[src/hdl/pwm_icm_pkg.sv]
// ----------------------------------------------------------------------------
// pwm_icm_pkg
// shared widths, constants and divider control types for the pwm capture
// measurement block
// ----------------------------------------------------------------------------
package pwm_icm_pkg;

  localparam int unsigned TICK_W     = 32;
  localparam int unsigned CLK_HZ_W   = 30;
  localparam int unsigned PRESCALE_W = 17;
  localparam int unsigned FREQ_W     = 38;
  localparam int unsigned DUTY_W     = 15;

  localparam int unsigned DIV_DEN_W  = PRESCALE_W + TICK_W;
  localparam int unsigned DIV_Q_W    = FREQ_W;
  localparam int unsigned DIV_CNT_W  = 6;
  localparam int unsigned DUTY_PROD_W = TICK_W + DUTY_W;

  localparam logic [DIV_CNT_W-1:0] FREQ_STEPS = DIV_CNT_W'(FREQ_W);
  localparam logic [DIV_CNT_W-1:0] DUTY_STEPS = DIV_CNT_W'(DUTY_W);

  localparam logic [DUTY_W-1:0] DUTY_FULL = 15'd25600;

  localparam int unsigned CFG_IDX_W  = 2;
  localparam int unsigned CFG_DATA_W = 32;
  localparam logic [CFG_IDX_W-1:0] CFG_COUNTER_TOP  = 2'd0;
  localparam logic [CFG_IDX_W-1:0] CFG_TIMER_CLK_HZ = 2'd1;
  localparam logic [CFG_IDX_W-1:0] CFG_PRESCALE     = 2'd2;

  typedef struct packed {
    logic                 start;
    logic [DIV_CNT_W-1:0] steps;
    logic [DIV_DEN_W-1:0] den;
    logic [DIV_DEN_W-1:0] rem;
    logic [DIV_Q_W-1:0]   dq;
  } div_req_t;

  typedef struct packed {
    logic               done;
    logic [DIV_Q_W-1:0] quo;
  } div_rsp_t;

endpackage

[src/hdl/pwm_icm_div.sv]
// ----------------------------------------------------------------------------
// pwm_icm_div
// restoring divider, one quotient bit per cycle; the dividend bits are
// shifted out of the top of the quotient register as quotient bits enter
// ----------------------------------------------------------------------------
module pwm_icm_div
  import pwm_icm_pkg::*;
(
  input  logic     clk_i,
  input  logic     rst_ni,
  input  div_req_t req_i,
  output div_rsp_t rsp_o
);

  logic                 busy_q, busy_d;
  logic                 done_q, done_d;
  logic [DIV_CNT_W-1:0] cnt_q, cnt_d;
  logic [DIV_DEN_W-1:0] den_q, den_d;
  logic [DIV_DEN_W-1:0] rem_q, rem_d;
  logic [DIV_Q_W-1:0]   dq_q, dq_d;

  logic [DIV_DEN_W:0] trial;
  logic [DIV_DEN_W:0] diff;
  logic               fits;

  assign trial = {rem_q, dq_q[DIV_Q_W-1]};
  assign diff  = trial - {1'b0, den_q};
  assign fits  = trial >= {1'b0, den_q};

  always_comb begin
    busy_d = busy_q;
    done_d = 1'b0;
    cnt_d  = cnt_q;
    den_d  = den_q;
    rem_d  = rem_q;
    dq_d   = dq_q;
    if (req_i.start) begin
      busy_d = 1'b1;
      cnt_d  = req_i.steps;
      den_d  = req_i.den;
      rem_d  = req_i.rem;
      dq_d   = req_i.dq;
    end else if (busy_q) begin
      rem_d = fits ? diff[DIV_DEN_W-1:0] : trial[DIV_DEN_W-1:0];
      dq_d  = {dq_q[DIV_Q_W-2:0], fits};
      cnt_d = cnt_q - DIV_CNT_W'(1);
      if (cnt_q == DIV_CNT_W'(1)) begin
        busy_d = 1'b0;
        done_d = 1'b1;
      end
    end
  end

  always_ff @(posedge clk_i or negedge rst_ni) begin
    if (!rst_ni) begin
      busy_q <= 1'b0;
      done_q <= 1'b0;
      cnt_q  <= '0;
    end else begin
      busy_q <= busy_d;
      done_q <= done_d;
      cnt_q  <= cnt_d;
    end
  end

  always_ff @(posedge clk_i) begin
    den_q <= den_d;
    rem_q <= rem_d;
    dq_q  <= dq_d;
  end

  assign rsp_o.done = done_q;
  assign rsp_o.quo  = dq_q;

endmodule

[src/hdl/pwm_input_capture_measure_top.sv]
// ----------------------------------------------------------------------------
// pwm_input_capture_measure_top
// pwm input capture: period, pulse width, frequency and duty from edge
// captures, with a shared iterative divider under a small sequencer
// ----------------------------------------------------------------------------
//   channel | direction | handshake             | payload
//   in      | sink      | in_valid_i/in_ready_o | capture_value_i, edge_level_i
//   out     | source    | out_valid_o/out_ready_i | period, pulse, frequency, duty
//   cfg     | sink      | cfg_we_i, no stall    | cfg_idx_i, cfg_data_i
//
// one word at a time: acceptance, a multiply state, 38 divider steps for
// frequency and 15 for duty, plus the start and done sequencing states;
// a zero period skips the divider, a pulse not shorter than the period skips
// the duty division.
// reset is asynchronous and active low; no clearing pass is needed.
// the result register frees the sequencer unless a previous word is still held
// ----------------------------------------------------------------------------
module pwm_input_capture_measure_top
  import pwm_icm_pkg::*;
#(
  parameter int unsigned COUNTER_WIDTH = 32
) (
  input  logic                  clk_i,
  input  logic                  rst_ni,
  input  logic                  cfg_we_i,
  input  logic [CFG_IDX_W-1:0]  cfg_idx_i,
  input  logic [CFG_DATA_W-1:0] cfg_data_i,
  input  logic                  in_valid_i,
  output logic                  in_ready_o,
  input  logic [TICK_W-1:0]     capture_value_i,
  input  logic                  edge_level_i,
  output logic                  out_valid_o,
  input  logic                  out_ready_i,
  output logic [TICK_W-1:0]     period_ticks_o,
  output logic [TICK_W-1:0]     pulse_ticks_o,
  output logic [FREQ_W-1:0]     frequency_q8_o,
  output logic [DUTY_W-1:0]     duty_q8_o
);

  localparam logic [2:0] ST_IDLE    = 3'd0;
  localparam logic [2:0] ST_MUL     = 3'd1;
  localparam logic [2:0] ST_FSTART  = 3'd2;
  localparam logic [2:0] ST_FWAIT   = 3'd3;
  localparam logic [2:0] ST_DSTART  = 3'd4;
  localparam logic [2:0] ST_DWAIT   = 3'd5;
  localparam logic [2:0] ST_DONE    = 3'd6;

  logic [2:0] state_q, state_d;

  // configuration
  logic [COUNTER_WIDTH-1:0] counter_top_q;
  logic [CLK_HZ_W-1:0]      clk_hz_q;
  logic [PRESCALE_W-1:0]    prescale_q;

  // measurement state
  logic [COUNTER_WIDTH-1:0] last_rise_q;
  logic [TICK_W-1:0]        period_q;
  logic [TICK_W-1:0]        pulse_q;

  // working registers
  logic [DIV_DEN_W-1:0]   den_q;
  logic [FREQ_W-1:0]      num_q;
  logic [DUTY_PROD_W-1:0] duty_prod_q;
  logic [FREQ_W-1:0]      freq_q;
  logic [DUTY_W-1:0]      duty_q;

  logic                   out_valid_q;
  logic [TICK_W-1:0]      out_period_q, out_pulse_q;
  logic [FREQ_W-1:0]      out_freq_q;
  logic [DUTY_W-1:0]      out_duty_q;

  logic                     accept;
  logic [COUNTER_WIDTH-1:0] cap;
  logic [TICK_W-1:0]        cap_w, last_w, top_w, edge_dist;
  logic [PRESCALE_W-1:0]    prescale_eff;
  logic                     out_load;
  logic                     duty_sat;

  div_req_t div_req;
  div_rsp_t div_rsp;

  assign in_ready_o = (state_q == ST_IDLE);
  assign accept     = in_valid_i && in_ready_o;

  assign cap       = capture_value_i[COUNTER_WIDTH-1:0];
  assign cap_w     = TICK_W'(cap);
  assign last_w    = TICK_W'(last_rise_q);
  assign top_w     = TICK_W'(counter_top_q);
  assign edge_dist = (cap >= last_rise_q) ? (cap_w - last_w)
                                          : (cap_w + top_w - last_w + TICK_W'(1));

  assign prescale_eff = (prescale_q == '0) ? PRESCALE_W'(1) : prescale_q;
  assign duty_sat     = (pulse_q >= period_q);
  assign out_load     = (state_q == ST_DONE) && (!out_valid_q || out_ready_i);

  pwm_icm_div u_div (
    .clk_i  (clk_i),
    .rst_ni (rst_ni),
    .req_i  (div_req),
    .rsp_o  (div_rsp)
  );

  always_comb begin
    div_req       = '0;
    div_req.start = 1'b0;
    unique case (state_q)
      ST_FSTART: begin
        div_req.start = 1'b1;
        div_req.steps = FREQ_STEPS;
        div_req.den   = den_q;
        div_req.rem   = '0;
        div_req.dq    = num_q;
      end
      ST_DSTART: begin
        div_req.start = 1'b1;
        div_req.steps = DUTY_STEPS;
        div_req.den   = DIV_DEN_W'(period_q);
        div_req.rem   = DIV_DEN_W'(duty_prod_q[DUTY_PROD_W-1:DUTY_W]);
        div_req.dq    = {duty_prod_q[DUTY_W-1:0], (DIV_Q_W - DUTY_W)'(0)};
      end
      default: begin
        div_req.start = 1'b0;
      end
    endcase
  end

  always_comb begin
    state_d = state_q;
    unique case (state_q)
      ST_IDLE:   if (accept) state_d = ST_MUL;
      ST_MUL:    state_d = (period_q == '0) ? ST_DONE : ST_FSTART;
      ST_FSTART: state_d = ST_FWAIT;
      ST_FWAIT:  if (div_rsp.done) state_d = duty_sat ? ST_DONE : ST_DSTART;
      ST_DSTART: state_d = ST_DWAIT;
      ST_DWAIT:  if (div_rsp.done) state_d = ST_DONE;
      ST_DONE:   if (out_load) state_d = ST_IDLE;
      default:   state_d = ST_IDLE;
    endcase
  end

  always_ff @(posedge clk_i or negedge rst_ni) begin
    if (!rst_ni) begin
      state_q       <= ST_IDLE;
      counter_top_q <= COUNTER_WIDTH'(32'd65535);
      clk_hz_q      <= CLK_HZ_W'(170000000);
      prescale_q    <= PRESCALE_W'(1);
      last_rise_q   <= '0;
      period_q      <= '0;
      pulse_q       <= '0;
      out_valid_q   <= 1'b0;
    end else begin
      state_q <= state_d;
      if (cfg_we_i) begin
        unique case (cfg_idx_i)
          CFG_COUNTER_TOP:  counter_top_q <= cfg_data_i[COUNTER_WIDTH-1:0];
          CFG_TIMER_CLK_HZ: clk_hz_q      <= cfg_data_i[CLK_HZ_W-1:0];
          CFG_PRESCALE:     prescale_q    <= cfg_data_i[PRESCALE_W-1:0];
          default: ;
        endcase
      end
      if (accept) begin
        if (edge_level_i) begin
          if (last_rise_q != '0) period_q <= edge_dist;
          last_rise_q <= cap;
        end else if (last_rise_q != '0) begin
          pulse_q <= edge_dist;
        end
      end
      if (out_load) begin
        out_valid_q <= 1'b1;
      end else if (out_ready_i) begin
        out_valid_q <= 1'b0;
      end
    end
  end

  always_ff @(posedge clk_i) begin
    if (state_q == ST_MUL) begin
      den_q       <= DIV_DEN_W'(prescale_eff) * DIV_DEN_W'(period_q);
      num_q       <= {clk_hz_q, 8'd0};
      duty_prod_q <= DUTY_PROD_W'(pulse_q) * DUTY_PROD_W'(DUTY_FULL);
      freq_q      <= '0;
      duty_q      <= '0;
    end
    if (state_q == ST_FWAIT && div_rsp.done) begin
      freq_q <= div_rsp.quo;
      if (duty_sat) duty_q <= DUTY_FULL;
    end
    if (state_q == ST_DWAIT && div_rsp.done) begin
      duty_q <= div_rsp.quo[DUTY_W-1:0];
    end
    if (out_load) begin
      out_period_q <= period_q;
      out_pulse_q  <= pulse_q;
      out_freq_q   <= freq_q;
      out_duty_q   <= duty_q;
    end
  end

  assign out_valid_o    = out_valid_q;
  assign period_ticks_o = out_period_q;
  assign pulse_ticks_o  = out_pulse_q;
  assign frequency_q8_o = out_freq_q;
  assign duty_q8_o      = out_duty_q;

endmodule
[config.mk]
export PLATFORM = sky130hd
export DESIGN_NAME = pwm_input_capture_measure_top
export DESIGN_NICKNAME = d
export VERILOG_FILES = /design/src/hdl/pwm_icm_pkg.sv /design/src/hdl/pwm_icm_div.sv /design/src/hdl/pwm_input_capture_measure_top.sv
export SDC_FILE = /design/constraint.sdc
export NUM_CORES = 2
export LEC_CHECK = 0
export BUFFER_PORTS_ARGS = -buffer_cell sky130_fd_sc_hd__buf_2
export CAP_MARGIN = 0
export CORE_AREA = 2 2 294 296
export DETAILED_ROUTE_END_ITERATION = 7
export DIE_AREA = 0 0 296 298
export GPL_TIMING_DRIVEN = 1
export PLACE_DENSITY = 0.77
export SYNTH_ARGS = -nofsm -noshare
export SYNTH_HDL_FRONTEND = slang
export SYNTH_SLANG_ARGS = --single-unit
[constraint.sdc]
create_clock -name clk_i -period 15.11 [get_ports clk_i]
set_clock_uncertainty 0.15 [all_clocks]
set_input_delay 3.7775 -clock clk_i [delete_from_list [all_inputs] [get_ports clk_i]]
set_output_delay 3.7775 -clock clk_i [all_outputs]
set_load 0.005 [all_outputs]
==> summary.md <==
| Metric | Value |
|---|---|
| Status | `finished, final reports clean` |
| DRC | `0` |
| Router iterations before antenna repair | `6` |
| Slew @ Worst Pin | `approximately 1300 ps` |
| Register area share after synthesis | `34.05%` |
| Setup crit end kind | `flip-flop` |
| Nets@finish | `6096` |
| RSZ-0062 raised after global routing | `no` |
| Worst Setup Start Kind | `flip-flop` |
| Hold Crit Class | `reg2reg` |
| Critical Path AT | `8080 ps` |
| Filler Cell Count | `6711` |
| Gpl congestion | `0.9552` |
| Worst r2r path cells | `23` |
| Period utilization | `51.98%` |
| Clock Sinks | `609` |
| Critical path's top delay family | `adder cells` |
| Yosys cell types | `79` |
| Syn_area_per_cell | `10.02 um^2` |
| Fin. Hold Viols | `0` |
| Hold EP | `frequency_q8_o[8]` |
| Most frequent cell after synthesis | `inv_1` |
| Clk pin slew, worst setup/hold paths | `60 ps` |
| Ys Warns | `0` |
| Drt total wl | `138900 um` |
| Max Root-Sink Buffers | `3` |
| Layout cell share with drive strength beyond 1 | `9.079%` |
| Root buf cell | `clkbuf_16` |
| Mapped Nets | `6004` |
| Worst Path Required | `about 15000 ps` |
| Min-Delay Startpoint | `freq_q[8]` |
| PortBufs | `190` |
| #FFs+latches synth | `609` |
| Commonest cells post-synth | `inv_1, nand2_1, fa_1` |
| CP max FO | `34` |
| Setup Fix Bufs, Post-CTS | `0` |
| Initial core utilization | `59.65%` |
| Core area | `84880 um^2` |
| Max Clock Freq | `127.3 MHz` |
| Core Util, Final | `64.88%` |
| Later-pin clock latency in the skew report | `640 ps` |
| Commonest register cell after synthesis | `edfxtp_1` |
| Reg2Reg Setup Slack | `7260 ps` |
| Ranking of synthesized cells by area | `edfxtp_1, fa_1, ha_1` |
| Overflow after GRT | `0` |
| Crit-path cells | `and2_1 -> fa_1 -> inv_1 -> fa_1 -> fa_1 -> fa_1 -> inv_1 -> fa_1 -> inv_1 -> fa_1 -> inv_1 -> ha_1 -> a21oi_1 -> o21ai_1 -> a221o_1 -> a31o_1 -> a211o_1 -> a21o_1 -> a311oi_2 -> nand2b_1 -> a21o_2 -> o21ai_1 -> xor2_1` |
| Die H | `298 um` |
| Area delta synth->final | `8.758%` |
| Row cnt | `between 100 and 150` |
| CTS buffer count | `68` |
| Post-layout minimum cycle time | `7855 ps` |
| Initial DRC count | `3505` |
| Post_cts resized | `0` |
| Initial antenna violation count | `18` |
| Largest stage delay, worst path | `~860 ps` |
| Final setup viols | `0` |
| Number of global-route vias before repair | `37107` |
| Max Slew Vio Count | `0` |
| R2r endpoint | `den_q[43]` |
| DR WL/cell | `21.88 um` |
| Post-synth EDFFs | `roughly 410` |
| Crit Path Category | `reg2reg` |
| Buffers plus inverters on the worst setup path | `4` |
| # IOs | `191` |
| Largest net degree at the start of global routing | `82` |
| Worst Hold Depth | `0` |
| First-pass GRT wire length | `~210000 um` |
| Final HPWL DP | `104700 um` |
| Setup_tns | `0 ps` |
| Synth area leader | `edfxtp_1` |
| Routed Antenna Nets | `0` |
| Top cell type's share of synthesized area | `24.14%` |
| Reg2reg start | `prescale_q[7]` |
| CP most frequent cell | `fa_1` |
| Async SR Flop Fraction | `approximately 31%` |
| Max cap viols | `0` |
| Area occupied by multi-input gates | `29070 um^2` |
| Vias per cell | `5.834` |
| Die area | `approximately 88000 um^2` |
| Rel. slew slack | `14.50%` |
| Cts hold-fix bufs | `0` |
| Critical-path top delay cell | `dfrtp_1` |
| Die Width | `296 um` |
| Htree depth | `3` |
| Mapped Cells | `5051` |
| FF+latch area | `between 15000 and 20000 um^2` |
| Total Routing Usage GR | `31.85%` |
| Vias | `37034` |
| Mapped Area | `50630 um^2` |
| CTS tree | `built` |
==> placed cells by master (no fill, tap or decap), drive strengths merged, types with 54 or more instances in the layout <==
cell type	n
a22o	71
clkbuf	84
inv	939
and2	312
edfxtp	407
nand3	55
ha	372
a21oi	197
o21ai	251
nand2	579
buf	248
dfrtp	158
nor2	139
mux2	54
fa	509
xor2	60
xnor2	119
a21o	117
==> area by class of cell <==
| cell class | instances | share of cell area (%) |
|---|---|---|
| repair buffers | 249 | 2.547 |
| well taps | 1144 | 2.599 |
| clock buffers | 83 | 3.288 |
| flip-flops and latches | 609 | 31.30 |
| diodes | 5 | 0.02272 |
| clock inverters | 43 | 1.097 |
| inverters | 931 | 6.346 |
| multi-input cells | 3284 | 52.80 |
==> how the worst max path moves through the flow <==
stage,startpoint,endpoint,slack [ps],cells past startpoint
2_1_floorplan,out_ready_i,duty_q8_o[0],2490,2
3_3_place_gp,prescale_q[7],den_q[43],7460,23
3_5_place_dp,capture_value_i[0],pulse_q[13],7270,15
4_1_cts,prescale_q[7],den_q[43],7370,23
5_1_grt,prescale_q[7],den_q[43],7040,22
6_report,prescale_q[7],den_q[43],7260,23
==> metrics by stage <==
step           hold WS, ps  instances  setup WS, ps  instance area, um^2
5_1_grt              250.1       6343          7039                55050
3_3_place_gp         252.3       6217          7461                52640
6_report             244.8       6348          7255                55070
2_1_floorplan        250.3       5051          2491                50630
4_1_cts              236.2       6343          7369                55050
3_5_place_dp         254.5       6217          7272                52640
==> worst register-to-register path: cells and delay by family, from the launching register on <==
| family | cells | cell delay [ps] |
|---|---|---|
| AND/OR/NAND/NOR | 2 | 620 |
| adder cells (fa/ha/maj) | 7 | 3430 |
| XOR/XNOR | 1 | 150 |
| buffers and inverters | 4 | 200 |
| flip-flops | 1 | 860 |
| AO/OA/AOI/OAI | 9 | 2210 |
==> flip-flops by register name (all words and copies together) (netlist names), 37 cells and up <==
name	cells
den_q	49
u_div.den_q	49
u_div.rem_q	49
freq_q	38
frequency_q8_o	38
u_div.dq_q	38
duty_prod_q	37
==> logic make-up (layout without fill, tap and decap cells) <==
group / count (synthesis) / in the layout / synth area share (%)
simple gates: 1288 / 1288 / 12.25
other cells: 0 / 5 / 0
compound gates: 842 / 842 / 10.64
flops: 609 / 609 / 34.05
xor+xnor: 179 / 179 / 3.096
mux: 94 / 94 / 1.992
buf+inv: 1158 / 1306 / 8.656
fa+ha+maj: 881 / 881 / 29.32
==> metal layers <==
layer  vias up  GRT usage [%]  routed length [um]
li1      16590              -                   -
met1     18349          44.75               55640
met2      1759          49.99               64150
met3       326          5.520               13570
met4        10          11.44                5465
met5         -              0                  77
Power is left out: the tool's default activity adds up to more than one toggle a clock period on the data nets, which glitch-free logic cannot reach.
